### src/sv/tcfr_pkg.sv
// Shared types and constants for the timing channel frame receiver.
package tcfr_pkg;

    // Interval measurement and threshold width.
    localparam int CNT_W = 20;
    // Data bits in one frame, and the frame with its parity bit.
    localparam int DATA_BITS = 8;
    localparam int FRAME_BITS = DATA_BITS + 1;
    // Counter of stored frame bits must reach FRAME_BITS itself.
    localparam int HELD_W = $clog2(FRAME_BITS + 1);
    localparam int BYTE_W = 8;
    localparam int PKT_W = 16;

    // Stream widths, padded to whole bytes.
    localparam int S_TDATA_W = ((CNT_W + 7) / 8) * 8;
    localparam int M_TDATA_W = ((BYTE_W + PKT_W + 7) / 8) * 8;

    // Bit queue between the classifier and the frame logic.
    localparam int QUEUE_DEPTH = 4;
    localparam int QUEUE_AW = $clog2(QUEUE_DEPTH);
    localparam int QUEUE_CW = $clog2(QUEUE_DEPTH + 1);

    // Frame receiver states.
    typedef enum logic [1:0] {
        ST_HUNT,
        ST_FRAME,
        ST_HALT
    } frame_state_t;

    // One classified interval pushed from the front into the queue.
    typedef struct packed {
        logic push;
        logic bit_one;
    } bit_push_t;

    // One queued interval offered to the back.
    typedef struct packed {
        logic valid;
        logic bit_one;
    } bit_pop_t;

    // One received frame result.
    typedef struct packed {
        logic [BYTE_W-1:0] data_byte;
        logic              parity_ok;
        logic [PKT_W-1:0]  packet_number;
        logic              transfer_done;
    } frame_result_t;

endpackage

### src/sv/tcfr_front.sv
// Front end: threshold register and interval-to-bit classification.
module tcfr_front (
    input  logic                          aclk,
    input  logic                          aresetn,
    input  logic                          cfg_wr_en,
    input  logic [tcfr_pkg::CNT_W-1:0]    cfg_wr_data,
    input  logic                          in_accept,
    input  logic [tcfr_pkg::CNT_W-1:0]    interval_count,
    output tcfr_pkg::bit_push_t           push
);
    import tcfr_pkg::*;

    localparam logic [CNT_W-1:0] THRESH_RESET = CNT_W'(20000);

    logic [CNT_W-1:0] busy_threshold_reg;

    // Threshold register; the user must write it only while the block is idle, which the block does not enforce.
    always_ff @(posedge aclk) begin
        if (!aresetn) begin
            busy_threshold_reg <= THRESH_RESET;
        end else if (cfg_wr_en) begin
            busy_threshold_reg <= cfg_wr_data;
        end
    end

    // A short interval means the channel was busy: that reads as a one.
    always_comb begin
        push.push    = in_accept;
        push.bit_one = (interval_count < busy_threshold_reg);
    end

endmodule

### src/sv/tcfr_queue.sv
// Short bit queue between the classifier and the frame logic.
module tcfr_queue (
    input  logic                 aclk,
    input  logic                 aresetn,
    input  tcfr_pkg::bit_push_t  push,
    input  logic                 pop,
    output tcfr_pkg::bit_pop_t   head,
    output logic                 full
);
    import tcfr_pkg::*;

    logic [QUEUE_DEPTH-1:0]  bits_reg;
    logic [QUEUE_AW-1:0]     wr_ptr_reg;
    logic [QUEUE_AW-1:0]     rd_ptr_reg;
    logic [QUEUE_CW-1:0]     count_reg;
    logic                    do_pop;

    assign do_pop = pop && (count_reg != '0);

    // Storage is written at the tail only; no reset needed.
    always_ff @(posedge aclk) begin
        if (push.push) begin
            bits_reg[wr_ptr_reg] <= push.bit_one;
        end
    end

    // Pointers and fill count.
    always_ff @(posedge aclk) begin
        if (!aresetn) begin
            wr_ptr_reg <= '0;
            rd_ptr_reg <= '0;
            count_reg  <= '0;
        end else begin
            if (push.push) begin
                wr_ptr_reg <= wr_ptr_reg + QUEUE_AW'(1);
            end
            if (do_pop) begin
                rd_ptr_reg <= rd_ptr_reg + QUEUE_AW'(1);
            end
            if (push.push && !do_pop) begin
                count_reg <= count_reg + QUEUE_CW'(1);
            end else if (!push.push && do_pop) begin
                count_reg <= count_reg - QUEUE_CW'(1);
            end
        end
    end

    // Head of the queue and fullness.
    always_comb begin
        head.valid   = (count_reg != '0);
        head.bit_one = bits_reg[rd_ptr_reg];
        full         = (count_reg == QUEUE_CW'(QUEUE_DEPTH));
    end

endmodule

### src/sv/tcfr_back.sv
// Back end: frame assembly, parity check, packet count and output register.
module tcfr_back (
    input  logic                       aclk,
    input  logic                       aresetn,
    input  tcfr_pkg::bit_pop_t         head,
    output logic                       pop,
    output logic                       out_valid,
    input  logic                       out_ready,
    output tcfr_pkg::frame_result_t    out_result
);
    import tcfr_pkg::*;

    frame_state_t             state_reg;
    frame_state_t             state_next;
    logic [HELD_W-1:0]        held_reg;
    logic [HELD_W-1:0]        held_next;
    logic [FRAME_BITS-1:0]    frame_reg;
    logic [FRAME_BITS-1:0]    frame_next;
    logic [PKT_W-1:0]         pkt_reg;
    logic [PKT_W-1:0]         pkt_next;
    logic                     out_valid_reg;
    logic                     out_valid_next;
    frame_result_t            result_reg;
    frame_result_t            result_next;

    logic [FRAME_BITS-1:0]    frame_set;
    logic [HELD_W-1:0]        held_set;
    logic [DATA_BITS-1:0]     data_word;
    logic                     emit;

    // A bit is taken whenever the output register is free or being drained.
    assign pop = head.valid && (!out_valid_reg || out_ready);

    // Frame state, counters and output register.
    always_ff @(posedge aclk) begin
        if (!aresetn) begin
            state_reg     <= ST_HUNT;
            held_reg      <= '0;
            frame_reg     <= '0;
            pkt_reg       <= '0;
            out_valid_reg <= 1'b0;
        end else begin
            state_reg     <= state_next;
            held_reg      <= held_next;
            frame_reg     <= frame_next;
            pkt_reg       <= pkt_next;
            out_valid_reg <= out_valid_next;
        end
    end

    always_ff @(posedge aclk) begin
        result_reg <= result_next;
    end

    // Frame with a one stored at the current bit position.
    always_comb begin
        frame_set = frame_reg;
        for (int i = 0; i < FRAME_BITS; i++) begin
            if (held_reg == HELD_W'(i)) begin
                frame_set[i] = 1'b1;
            end
        end
    end

    // Next state, frame close and result build.
    always_comb begin
        state_next     = state_reg;
        held_next      = held_reg;
        frame_next     = frame_reg;
        pkt_next       = pkt_reg;
        result_next    = result_reg;
        emit           = 1'b0;
        held_set       = held_reg;
        data_word      = frame_reg[DATA_BITS-1:0];

        // Output register drains when the sink takes the item.
        out_valid_next = out_valid_reg && !out_ready;

        if (pop) begin
            case (state_reg)
                ST_HUNT: begin
                    // A zero interval is the start bit; ones are idle line.
                    if (!head.bit_one) begin
                        state_next = ST_FRAME;
                    end
                end
                ST_FRAME: begin
                    if (!head.bit_one) begin
                        // Zeros count until the frame is full, then are ignored.
                        if (held_reg < HELD_W'(FRAME_BITS)) begin
                            held_next = held_reg + HELD_W'(1);
                        end
                    end else begin
                        if (held_reg < HELD_W'(FRAME_BITS)) begin
                            frame_next = frame_set;
                            held_set   = held_reg + HELD_W'(1);
                            held_next  = held_set;
                            data_word  = frame_set[DATA_BITS-1:0];
                        end
                        // The one that fills the last bit, or the first one that finds the frame full, closes it.
                        if (held_set == HELD_W'(FRAME_BITS)) begin
                            emit = 1'b1;
                        end
                    end
                end
                ST_HALT: begin
                    // Transfer ended: every later interval is dropped.
                end
                default: begin
                    state_next = ST_HUNT;
                end
            endcase
        end

        if (emit) begin
            result_next.data_byte = '0;
            for (int i = 0; i < BYTE_W; i++) begin
                if (i < DATA_BITS) begin
                    result_next.data_byte[i] = data_word[i];
                end
            end
            result_next.parity_ok     = ((^data_word) == frame_next[DATA_BITS]);
            result_next.packet_number = pkt_reg;
            result_next.transfer_done = (data_word == '0);
            out_valid_next            = 1'b1;
            held_next                 = '0;
            frame_next                = '0;
            if (data_word == '0) begin
                state_next = ST_HALT;
            end else begin
                state_next = ST_HUNT;
                pkt_next   = pkt_reg + PKT_W'(1);
            end
        end
    end

    assign out_valid  = out_valid_reg;
    assign out_result = result_reg;

endmodule

### src/sv/timing_channel_frame_receiver_unit.sv
// Top level of the timing channel frame receiver.
//
// Each input item is one interval's loop-iteration count; a count below the
// busy threshold reads as a one, otherwise a zero. The receiver hunts for a
// zero start bit, stores eight data bits and an even-parity bit, and closes
// the frame on the first one-interval that fills the ninth bit or finds all
// nine bits held. Each closed frame yields one result item with the data
// byte, the parity check, and the packet number; an all-zero byte raises
// tlast, is not counted and halts the receiver until reset. One item is
// accepted every cycle while the queue is not full: the classifier pushes
// one bit per cycle into a four-entry queue, and the frame logic retires one
// bit per cycle into a single output register while that register is free or
// draining. A result held on m_tvalid stops the frame logic, and s_tready
// drops once the queue is full. The threshold is written through cfg_wr_en
// and cfg_wr_data; the user must do so only while the block is idle, which
// the block itself does not enforce.
module timing_channel_frame_receiver_unit (
    input  logic                              aclk,
    input  logic                              aresetn,
    // Configuration: busy threshold.
    input  logic                              cfg_wr_en,
    input  logic [tcfr_pkg::CNT_W-1:0]        cfg_wr_data,
    // Input intervals.
    input  logic                              s_tvalid,
    output logic                              s_tready,
    input  logic [tcfr_pkg::S_TDATA_W-1:0]    s_tdata,  // [19:0] interval_count
    // Received frames.
    output logic                              m_tvalid,
    input  logic                              m_tready,
    output logic [tcfr_pkg::M_TDATA_W-1:0]    m_tdata,  // [7:0] data_byte, [23:8] packet_number
    output logic                              m_tuser,  // [0] parity_ok
    output logic                              m_tlast   // transfer_done
);
    import tcfr_pkg::*;

    bit_push_t      push;
    bit_pop_t       head;
    logic           pop;
    logic           queue_full;
    logic           in_accept;
    frame_result_t  result;

    assign s_tready  = !queue_full;
    assign in_accept = s_tvalid && !queue_full;

    // Classification of each interval.
    tcfr_front u_front (
        .aclk           (aclk),
        .aresetn        (aresetn),
        .cfg_wr_en      (cfg_wr_en),
        .cfg_wr_data    (cfg_wr_data),
        .in_accept      (in_accept),
        .interval_count (s_tdata[CNT_W-1:0]),
        .push           (push)
    );

    // Bit queue between the two halves.
    tcfr_queue u_queue (
        .aclk    (aclk),
        .aresetn (aresetn),
        .push    (push),
        .pop     (pop),
        .head    (head),
        .full    (queue_full)
    );

    // Frame assembly and result output.
    tcfr_back u_back (
        .aclk       (aclk),
        .aresetn    (aresetn),
        .head       (head),
        .pop        (pop),
        .out_valid  (m_tvalid),
        .out_ready  (m_tready),
        .out_result (result)
    );

    // Result packing onto the stream.
    always_comb begin
        m_tdata = '0;
        m_tdata[BYTE_W-1:0]              = result.data_byte;
        m_tdata[BYTE_W+PKT_W-1:BYTE_W]   = result.packet_number;
        m_tuser = result.parity_ok;
        m_tlast = result.transfer_done;
    end

endmodule

### config.mk
export PLATFORM = sky130hd
export DESIGN_NAME = timing_channel_frame_receiver_unit
export DESIGN_NICKNAME = d
export VERILOG_FILES = /design/src/sv/tcfr_pkg.sv /design/src/sv/tcfr_front.sv /design/src/sv/tcfr_queue.sv /design/src/sv/tcfr_back.sv /design/src/sv/timing_channel_frame_receiver_unit.sv
export SDC_FILE = /design/constraint.sdc
export NUM_CORES = 1
export LEC_CHECK = 0
export ABC_CLOCK_PERIOD_IN_PS = 3280
export BUFFER_PORTS_ARGS = -buffer_cell sky130_fd_sc_hd__buf_2
export CAP_MARGIN = 20
export CORE_MARGIN = 1.5
export CORE_UTILIZATION = 55
export CTS_CLUSTER_DIAMETER = 80
export CTS_CLUSTER_SIZE = 20
export DETAILED_ROUTE_END_ITERATION = 6
export GPL_TIMING_DRIVEN = 0
export PLACE_DENSITY = 0.8
export SETUP_SLACK_MARGIN = 0.2
export SKIP_LAST_GASP = 1
export SYNTH_ARGS = -nofsm -noshare
export SYNTH_HDL_FRONTEND = slang
export SYNTH_SLANG_ARGS = --single-unit
### constraint.sdc
create_clock -name aclk -period 3.28 [get_ports aclk]
set_input_delay 0.164 -clock aclk [delete_from_list [all_inputs] [get_ports aclk]]
set_output_delay 0.164 -clock aclk [all_outputs]
set_load 0.02 [all_outputs]
# Word level (Yosys, flattened, before mapping)
# Cells that the tools add are included.
[classes]
multipliers = 0
reduce_logical = 26
div_mod_pow = 0
n_eq_ne = 15
n_bitwise = 2
n_shift = 0
order_cmp = 5
add_sub_neg = 6
n_mux = 38
[op_table]
columns = ["operator", "n"]
rows = [
  ["9-bit 2-to-1 mux", 4],
  ["8-bit 2-to-1 mux", 4],
  ["20-bit less-than comparator", 1],
  ["16-bit by 1-bit adder with 16-bit output (second input constant)", 1],
  ["4-bit by 3-bit equality test with 1-bit output (second input constant)", 4],
  ["1-bit 2-to-1 mux", 16],
  ["4-bit 2-to-1 mux", 4],
  ["4-bit by 2-bit equality test with 1-bit output (second input constant)", 2],
  ["4-bit equality test (second input constant)", 2],
  ["8-bit zero test", 1],
  ["2-bit 2-to-1 mux", 4],
  ["8-bit parity", 1],
  ["1-bit logical AND", 7],
  ["2-bit by 3-bit less-than comparator with 1-bit output (second input constant)", 2],
  ["3-bit 2-to-1 mux", 2],
  ["1-bit zero test", 5],
  ["2-bit by 1-bit adder with 2-bit output (second input constant)", 2],
  ["4-bit by 1-bit adder with 4-bit output (second input constant)", 1],
  ["4-bit bitwise mux", 1],
  ["4-bit by 1-bit equality test with 1-bit output (second input constant)", 1],
  ["4-bit zero test", 1],
  ["4-bit less-than comparator (second input constant)", 1],
  ["2-bit one-hot mux with 2 select lines", 1],
  ["2-bit AND reduction", 2],
  ["other kinds (19)", 22],
]
[word_totals]
ram_bits = 0
memories = 0
in_bits = 49
latch_bits = 0
rom_bits = 0
register_bits = 89
output_inout_bits = 28

# Depth between registers and ports, before layout
[depth]
word_depth = 12
depth_mapped = 13
depth_no_buf = 11

# Cells and area by module
# A second synthesis with hierarchy kept.
[hier_totals]
cells_unflattened = 402
area_unflattened_um2 = 4255.3
[modules_own_cells]
columns = ["mod", "cells_each", "n_inst", "area_per_inst_um2"]
rows = [
  ["tcfr_back", 221, 1, 2453.6],
  ["tcfr_front", 134, 1, 1217.4],
  ["tcfr_queue", 45, 1, 574.3],
  ["timing_channel_frame_receiver_unit", 2, 1, 10.0],
]

# Least setup slack after synthesis
# Ideal clock, no wire load.
[synth_timing]
kind = "reg-to-reg"
from = "reg u_queue.rd_ptr_reg[0]"
to = "reg u_back.pkt_reg[3]"
period_less_slack_ns = 2.853
arrival_ns = 2.752
slack_ns = 0.427
setup_ns = 0.101
path_stages_with_launch = 13
cell_sequence = "dfxtp_1 -> mux4_2 -> and4_1 -> buf_4 -> nor3b_1 -> a21oi_1 -> ha_1 -> nand4_1 -> and3_1 -> o211ai_1 -> clkbuf_1 -> o311ai_0 -> o41ai_1"
[synth_via]
elab_chain_cells = 8
word_cells_on_any_way = 11
classes_between = "8 x mux; 1 x bitwise; 2 x reduce/logical"
[synth_lines]
columns = ["item", "line", "rtl"]
rows = [
  ["from (decl)", "tcfr_queue.sv:14", "logic [QUEUE_AW-1:0] rd_ptr_reg;"],
  ["from (signal assigned)", "tcfr_queue.sv:38", "rd_ptr_reg <= rd_ptr_reg + QUEUE_AW'(1);"],
  ["1-bit binary-select mux with 2-bit select *", "tcfr_queue.sv:51", "head.bit_one = bits_reg[rd_ptr_reg];"],
  ["1-bit 2-to-1 mux (not written as such) *", "tcfr_queue.sv:51", ""],
  ["8-bit 2-to-1 mux", "tcfr_back.sv:88", "if (!head.bit_one) begin"],
  ["8-bit 2-to-1 mux", "tcfr_back.sv:80", "case (state_reg)"],
  ["8-bit 2-to-1 mux", "tcfr_back.sv:79", "if (pop) begin"],
  ["8-bit zero test", "tcfr_back.sv:128", "if (data_word == '0) begin"],
  ["1-bit NOT (no source line)", "-", ""],
  ["2-bit AND reduction (no source line) *", "-", ""],
  ["to (signal assigned)", "tcfr_back.sv:46", "pkt_reg <= pkt_next;"],
  ["to (decl)", "tcfr_back.sv:19", "logic [PKT_W-1:0] pkt_reg;"],
]
# Mark *: on every way between the ends. The rest lies on a longest branch, timed or not. The select of a mux whose other input is x is not followed.
# A chain may end at the register's enable or synchronous reset.

# Worst setup path in the final report
[layout_timing]
from = "reg u_queue.rd_ptr_reg[0]"
to = "reg u_back.pkt_reg[9]"
# The elaborated chain is that of the path after synthesis.

==> metrics.md <==
| Metric | Value |
|---|---|
| RSZ-0062 raised after global routing | `yes` |
| Most frequent CP cell | `buf_4` |
| Via density | `5.44` |
| Fill cell count | `615` |
| Clock latency on the worst-skew pair | `0.36 ns` |
| Fin cells | `603` |
| CTS tree | `done` |
| Commonest non-fill, non-tap cell in the layout | `buf_2` |
| Clock Root Buffer | `clkbuf_8` |
| Final hold vios | `0` |
| Crit path time final | `2.98 ns` |
| CP Class | `flip-flop to flip-flop` |
| Compound-Gate Fraction of Synth Area | `13.0%` |
| Sequential share of the synthesized area | `48.1%` |
| Port-buffer cells | `71` |
| Avg WL per Cell | `14.1 µm` |
| Tot GR Track Use | `21.6%` |
| Final Skew | `0.0110 ns` |
| Largest net degree at the start of global routing | `28` |
| CTS Buf Count | `9` |
| CP Cell Sequence | `mux4_2 > and4_1 > buf_4 > nor3b_4 > a21oi_2 > ha_1 > nand4_1 > and3_1 > o211ai_1 > buf_4 > o311ai_0 > o41ai_1` |
| Mux cell area share after synthesis | `5.38%` |
| Setup ws final | `0.303 ns` |
| Ys async rst share | `0%` |
| Initial antenna violation count | `0` |
| Syn Inst Count | `409` |
| R2R cell count | `12` |
| WP data required | `3.54 ns` |
| CTS Buffer Depth | `2` |
| Critical path peak fanout | `8` |
| Pre-Repair DR Iteration Count | `5` |
| Synthesized-area fraction occupied by adder cells | `10.6%` |
| Worst hold path type | `primary input to flip-flop` |
| 1st-iter DRT viols | `193` |
| Synth Area in XOR/XNOR | `2.02%` |
| Synthesized area per cell | `10.6 µm²` |
| Worst Hold End | `u_front.busy_threshold_reg[10]$_SDFFE_PN1P_` |
| Lkg Pwr | `2.07 nW` |
| Cell taking the most area after synthesis | `dfxtp_1` |
| CP endpoint kind | `flip-flop` |
| Startpoint Class | `flip-flop` |
| Final Setup Violations | `0` |
| Die Footprint | `8410 µm²` |
| Post-synth EDFFs | `30` |
| Layout cells sized above 1 | `23.0%` |
| Largest register FFs | `26` |
| Gr ovfl total | `0` |
| Area of the multi-input gates | `2050 µm²` |
| Most used DFF post-synth | `dfxtp_1` |
| Final Max Tran Viols | `0` |
| Capture point of the worst reg-to-reg path | `u_back.pkt_reg[9]$_SDFFE_PN0P_` |
| Final setup TNS | `0 ns` |
| Area growth from synthesis to layout | `17.8%` |
| YS warnings | `0` |
| DP Worst Slack | `-0.128 ns` |
| Post-Route WL | `8500 µm` |
| Top-area cell type share of the netlist area | `27.3%` |
| Total core area | `7690 µm²` |
| DP Cell Count | `582` |
| F_max | `336 MHz` |
| Max VDD drop | `0.294 mV` |
| Post-Syn Area | `4330 µm²` |
| Status | `complete, no violations` |
| Synth area leaders | `dfxtp_1, edfxtp_1, ha_1, mux2i_1, inv_1` |
| Routability-driven placement congestion ratio | `0.806` |
| Nets | `581` |
| Final Core Density | `66.3%` |
| Largest family of logic cells by synthesized area | `simple AND/OR/NAND/NOR gates` |
| Crit-path slowest cell | `mux4_2` |
| Synth unique cells | `55` |
| Syn_nets | `494` |
| FF/Latch Area | `2080 µm²` |
| Sink Count | `89` |
| Slowest stage delay, CP | `0.51 ns` |
| CTS H-Tree Depth | `3` |
| Reg2reg start | `u_queue.rd_ptr_reg[0]$_SDFFE_PN0P_` |
| Simple-Gate Fraction of Synth Area | `15.8%` |
| Worst R2R Setup Slack | `0.30 ns` |
| Worst Hold Depth | `3` |
| Vias | `3283` |
| Hold Worst Slack | `0.0228 ns` |
| Residual DRC count | `0` |
| Max_slew headroom | `63.0%` |
| Number of global-route vias before repair | `3185` |
| Most frequent cells in the layout | `buf_2, dfxtp_1, inv_1` |
| Die H | `91.7 µm` |
| Hold_sp | `cfg_wr_data[10]` |
| Tcrit/Tclk final | `90.8%` |
| Row Count | `32` |
| First-pass GRT wire length | `14400 µm` |
| Initial Util | `56.3%` |
| I/O Pins | `77` |
| Arr. time, crit path | `3.24 ns` |
| DP Wirelength | `5960 µm` |
| Synth Register Bits | `89` |
| Worst-path clk slew | `0.09 ns` |
| Final antenna-violating net count | `0` |
| Die W | `91.7 µm` |
| MaxCap Viol Count | `0` |
| Worst-Margin Slew | `0.555 ns` |
| Cell Pwr Density | `514 nW/µm²` |
| N_diodes | `0` |
-- critical path: cells and delay by family (launching register included) --
family	cells	cell delay, ns
AO/OA/AOI/OAI	4	0.66
adder cells (fa/ha/maj)	1	0.21
buffers and inverters	2	0.39
AND/OR/NAND/NOR	4	0.73
flip-flops	1	0.37
multiplexers	1	0.51
-- per-layer routing --
layer	track usage [%]	part of all wire, %	vias up
met1	27.8	46	1519
li1	-	-	1648
met4	6.92	2.0	0
met5	0	0	-
met2	35.8	48	100
met3	5.14	4.8	16
-- cells by family after synthesis --
kind of cell,count (synthesis)
AO/OA/AOI/OAI,75
XOR/XNOR,10
adder cells (fa/ha/maj),36
buffers and inverters,57
flip-flops,89
multiplexers,22
AND/OR/NAND/NOR,120
-- how the worst max path moves through the flow --
stage / from / endpoint / slack (ns) / cells after the start
5_1_grt: u_queue.rd_ptr_reg[0]$_SDFFE_PN0P_ / u_back.pkt_reg[3]$_SDFFE_PN0P_ / 0.18 / 12
4_1_cts: u_queue.rd_ptr_reg[0]$_SDFFE_PN0P_ / u_back.pkt_reg[7]$_SDFFE_PN0P_ / 0.24 / 12
3_3_place_gp: u_queue.rd_ptr_reg[0]$_SDFFE_PN0P_ / u_back.pkt_reg[3]$_SDFFE_PN0P_ / 0.02 / 12
2_1_floorplan: u_queue.rd_ptr_reg[0]$_SDFFE_PN0P_ / u_back.pkt_reg[3]$_SDFFE_PN0P_ / 0.43 / 12
3_5_place_dp: u_queue.rd_ptr_reg[0]$_SDFFE_PN0P_ / u_back.pkt_reg[7]$_SDFFE_PN0P_ / -0.13 / 12
6_report: u_queue.rd_ptr_reg[0]$_SDFFE_PN0P_ / u_back.pkt_reg[9]$_SDFFE_PN0P_ / 0.30 / 12
-- final cells by class --
| cell class | instances | area share, % |
|---|---|---|
| Multi-Input combinational cell | 263 | 40.2 |
| Tap cell | 102 | 2.50 |
| Sequential cell | 89 | 40.9 |
| Inverter | 40 | 2.94 |
| Timing Repair Buffer | 76 | 8.05 |
| Buffer | 17 | 1.55 |
| Clock inverter | 7 | 1.50 |
| Clock buffer | 9 | 2.43 |
-- per-stage QoR --
step	total power, mW	instance area, µm²
2_1_floorplan	1.71	4330
3_3_place_gp	1.83	4810
3_5_place_dp	1.85	4810
4_1_cts	2.63	5060
5_1_grt	2.77	5100
6_report	2.62	5100
-- cell usage after synthesis, drive strengths merged (7+ instances only) --
cell and number:
o311ai 10, mux2i 21, and3 7, clkbuf 11, nand2b 13, o21ai 10, nor2 16, edfxtp 30
inv 40, xnor2 9, ha 35, a21oi 15, nor2b 20, o41ai 10, and2 9, nand3 7
o211ai 7, dfxtp 59, nand2 24
-- timing repair --
| item | in CTS | in global routing |
|---|---|---|
| setup endpoints to repair | 12 | 14 |
| cloned | 1 | 0 |
| pin swaps | 2 | 1 |
| hold endpoints to repair | 0 | 0 |
| resized for setup | 6 | 8 |
| buffers inserted | 3 | 0 |
| hold buffers | 0 | 0 |
-- power by group --
part | total (mW) | internal (mW) | switching, mW
clock | 0.760 | 0.357 | 0.403
combinational | 0.614 | 0.269 | 0.345
sequential | 1.25 | 1.20 | 0.0492
Power figures use the tool's default switching activity.
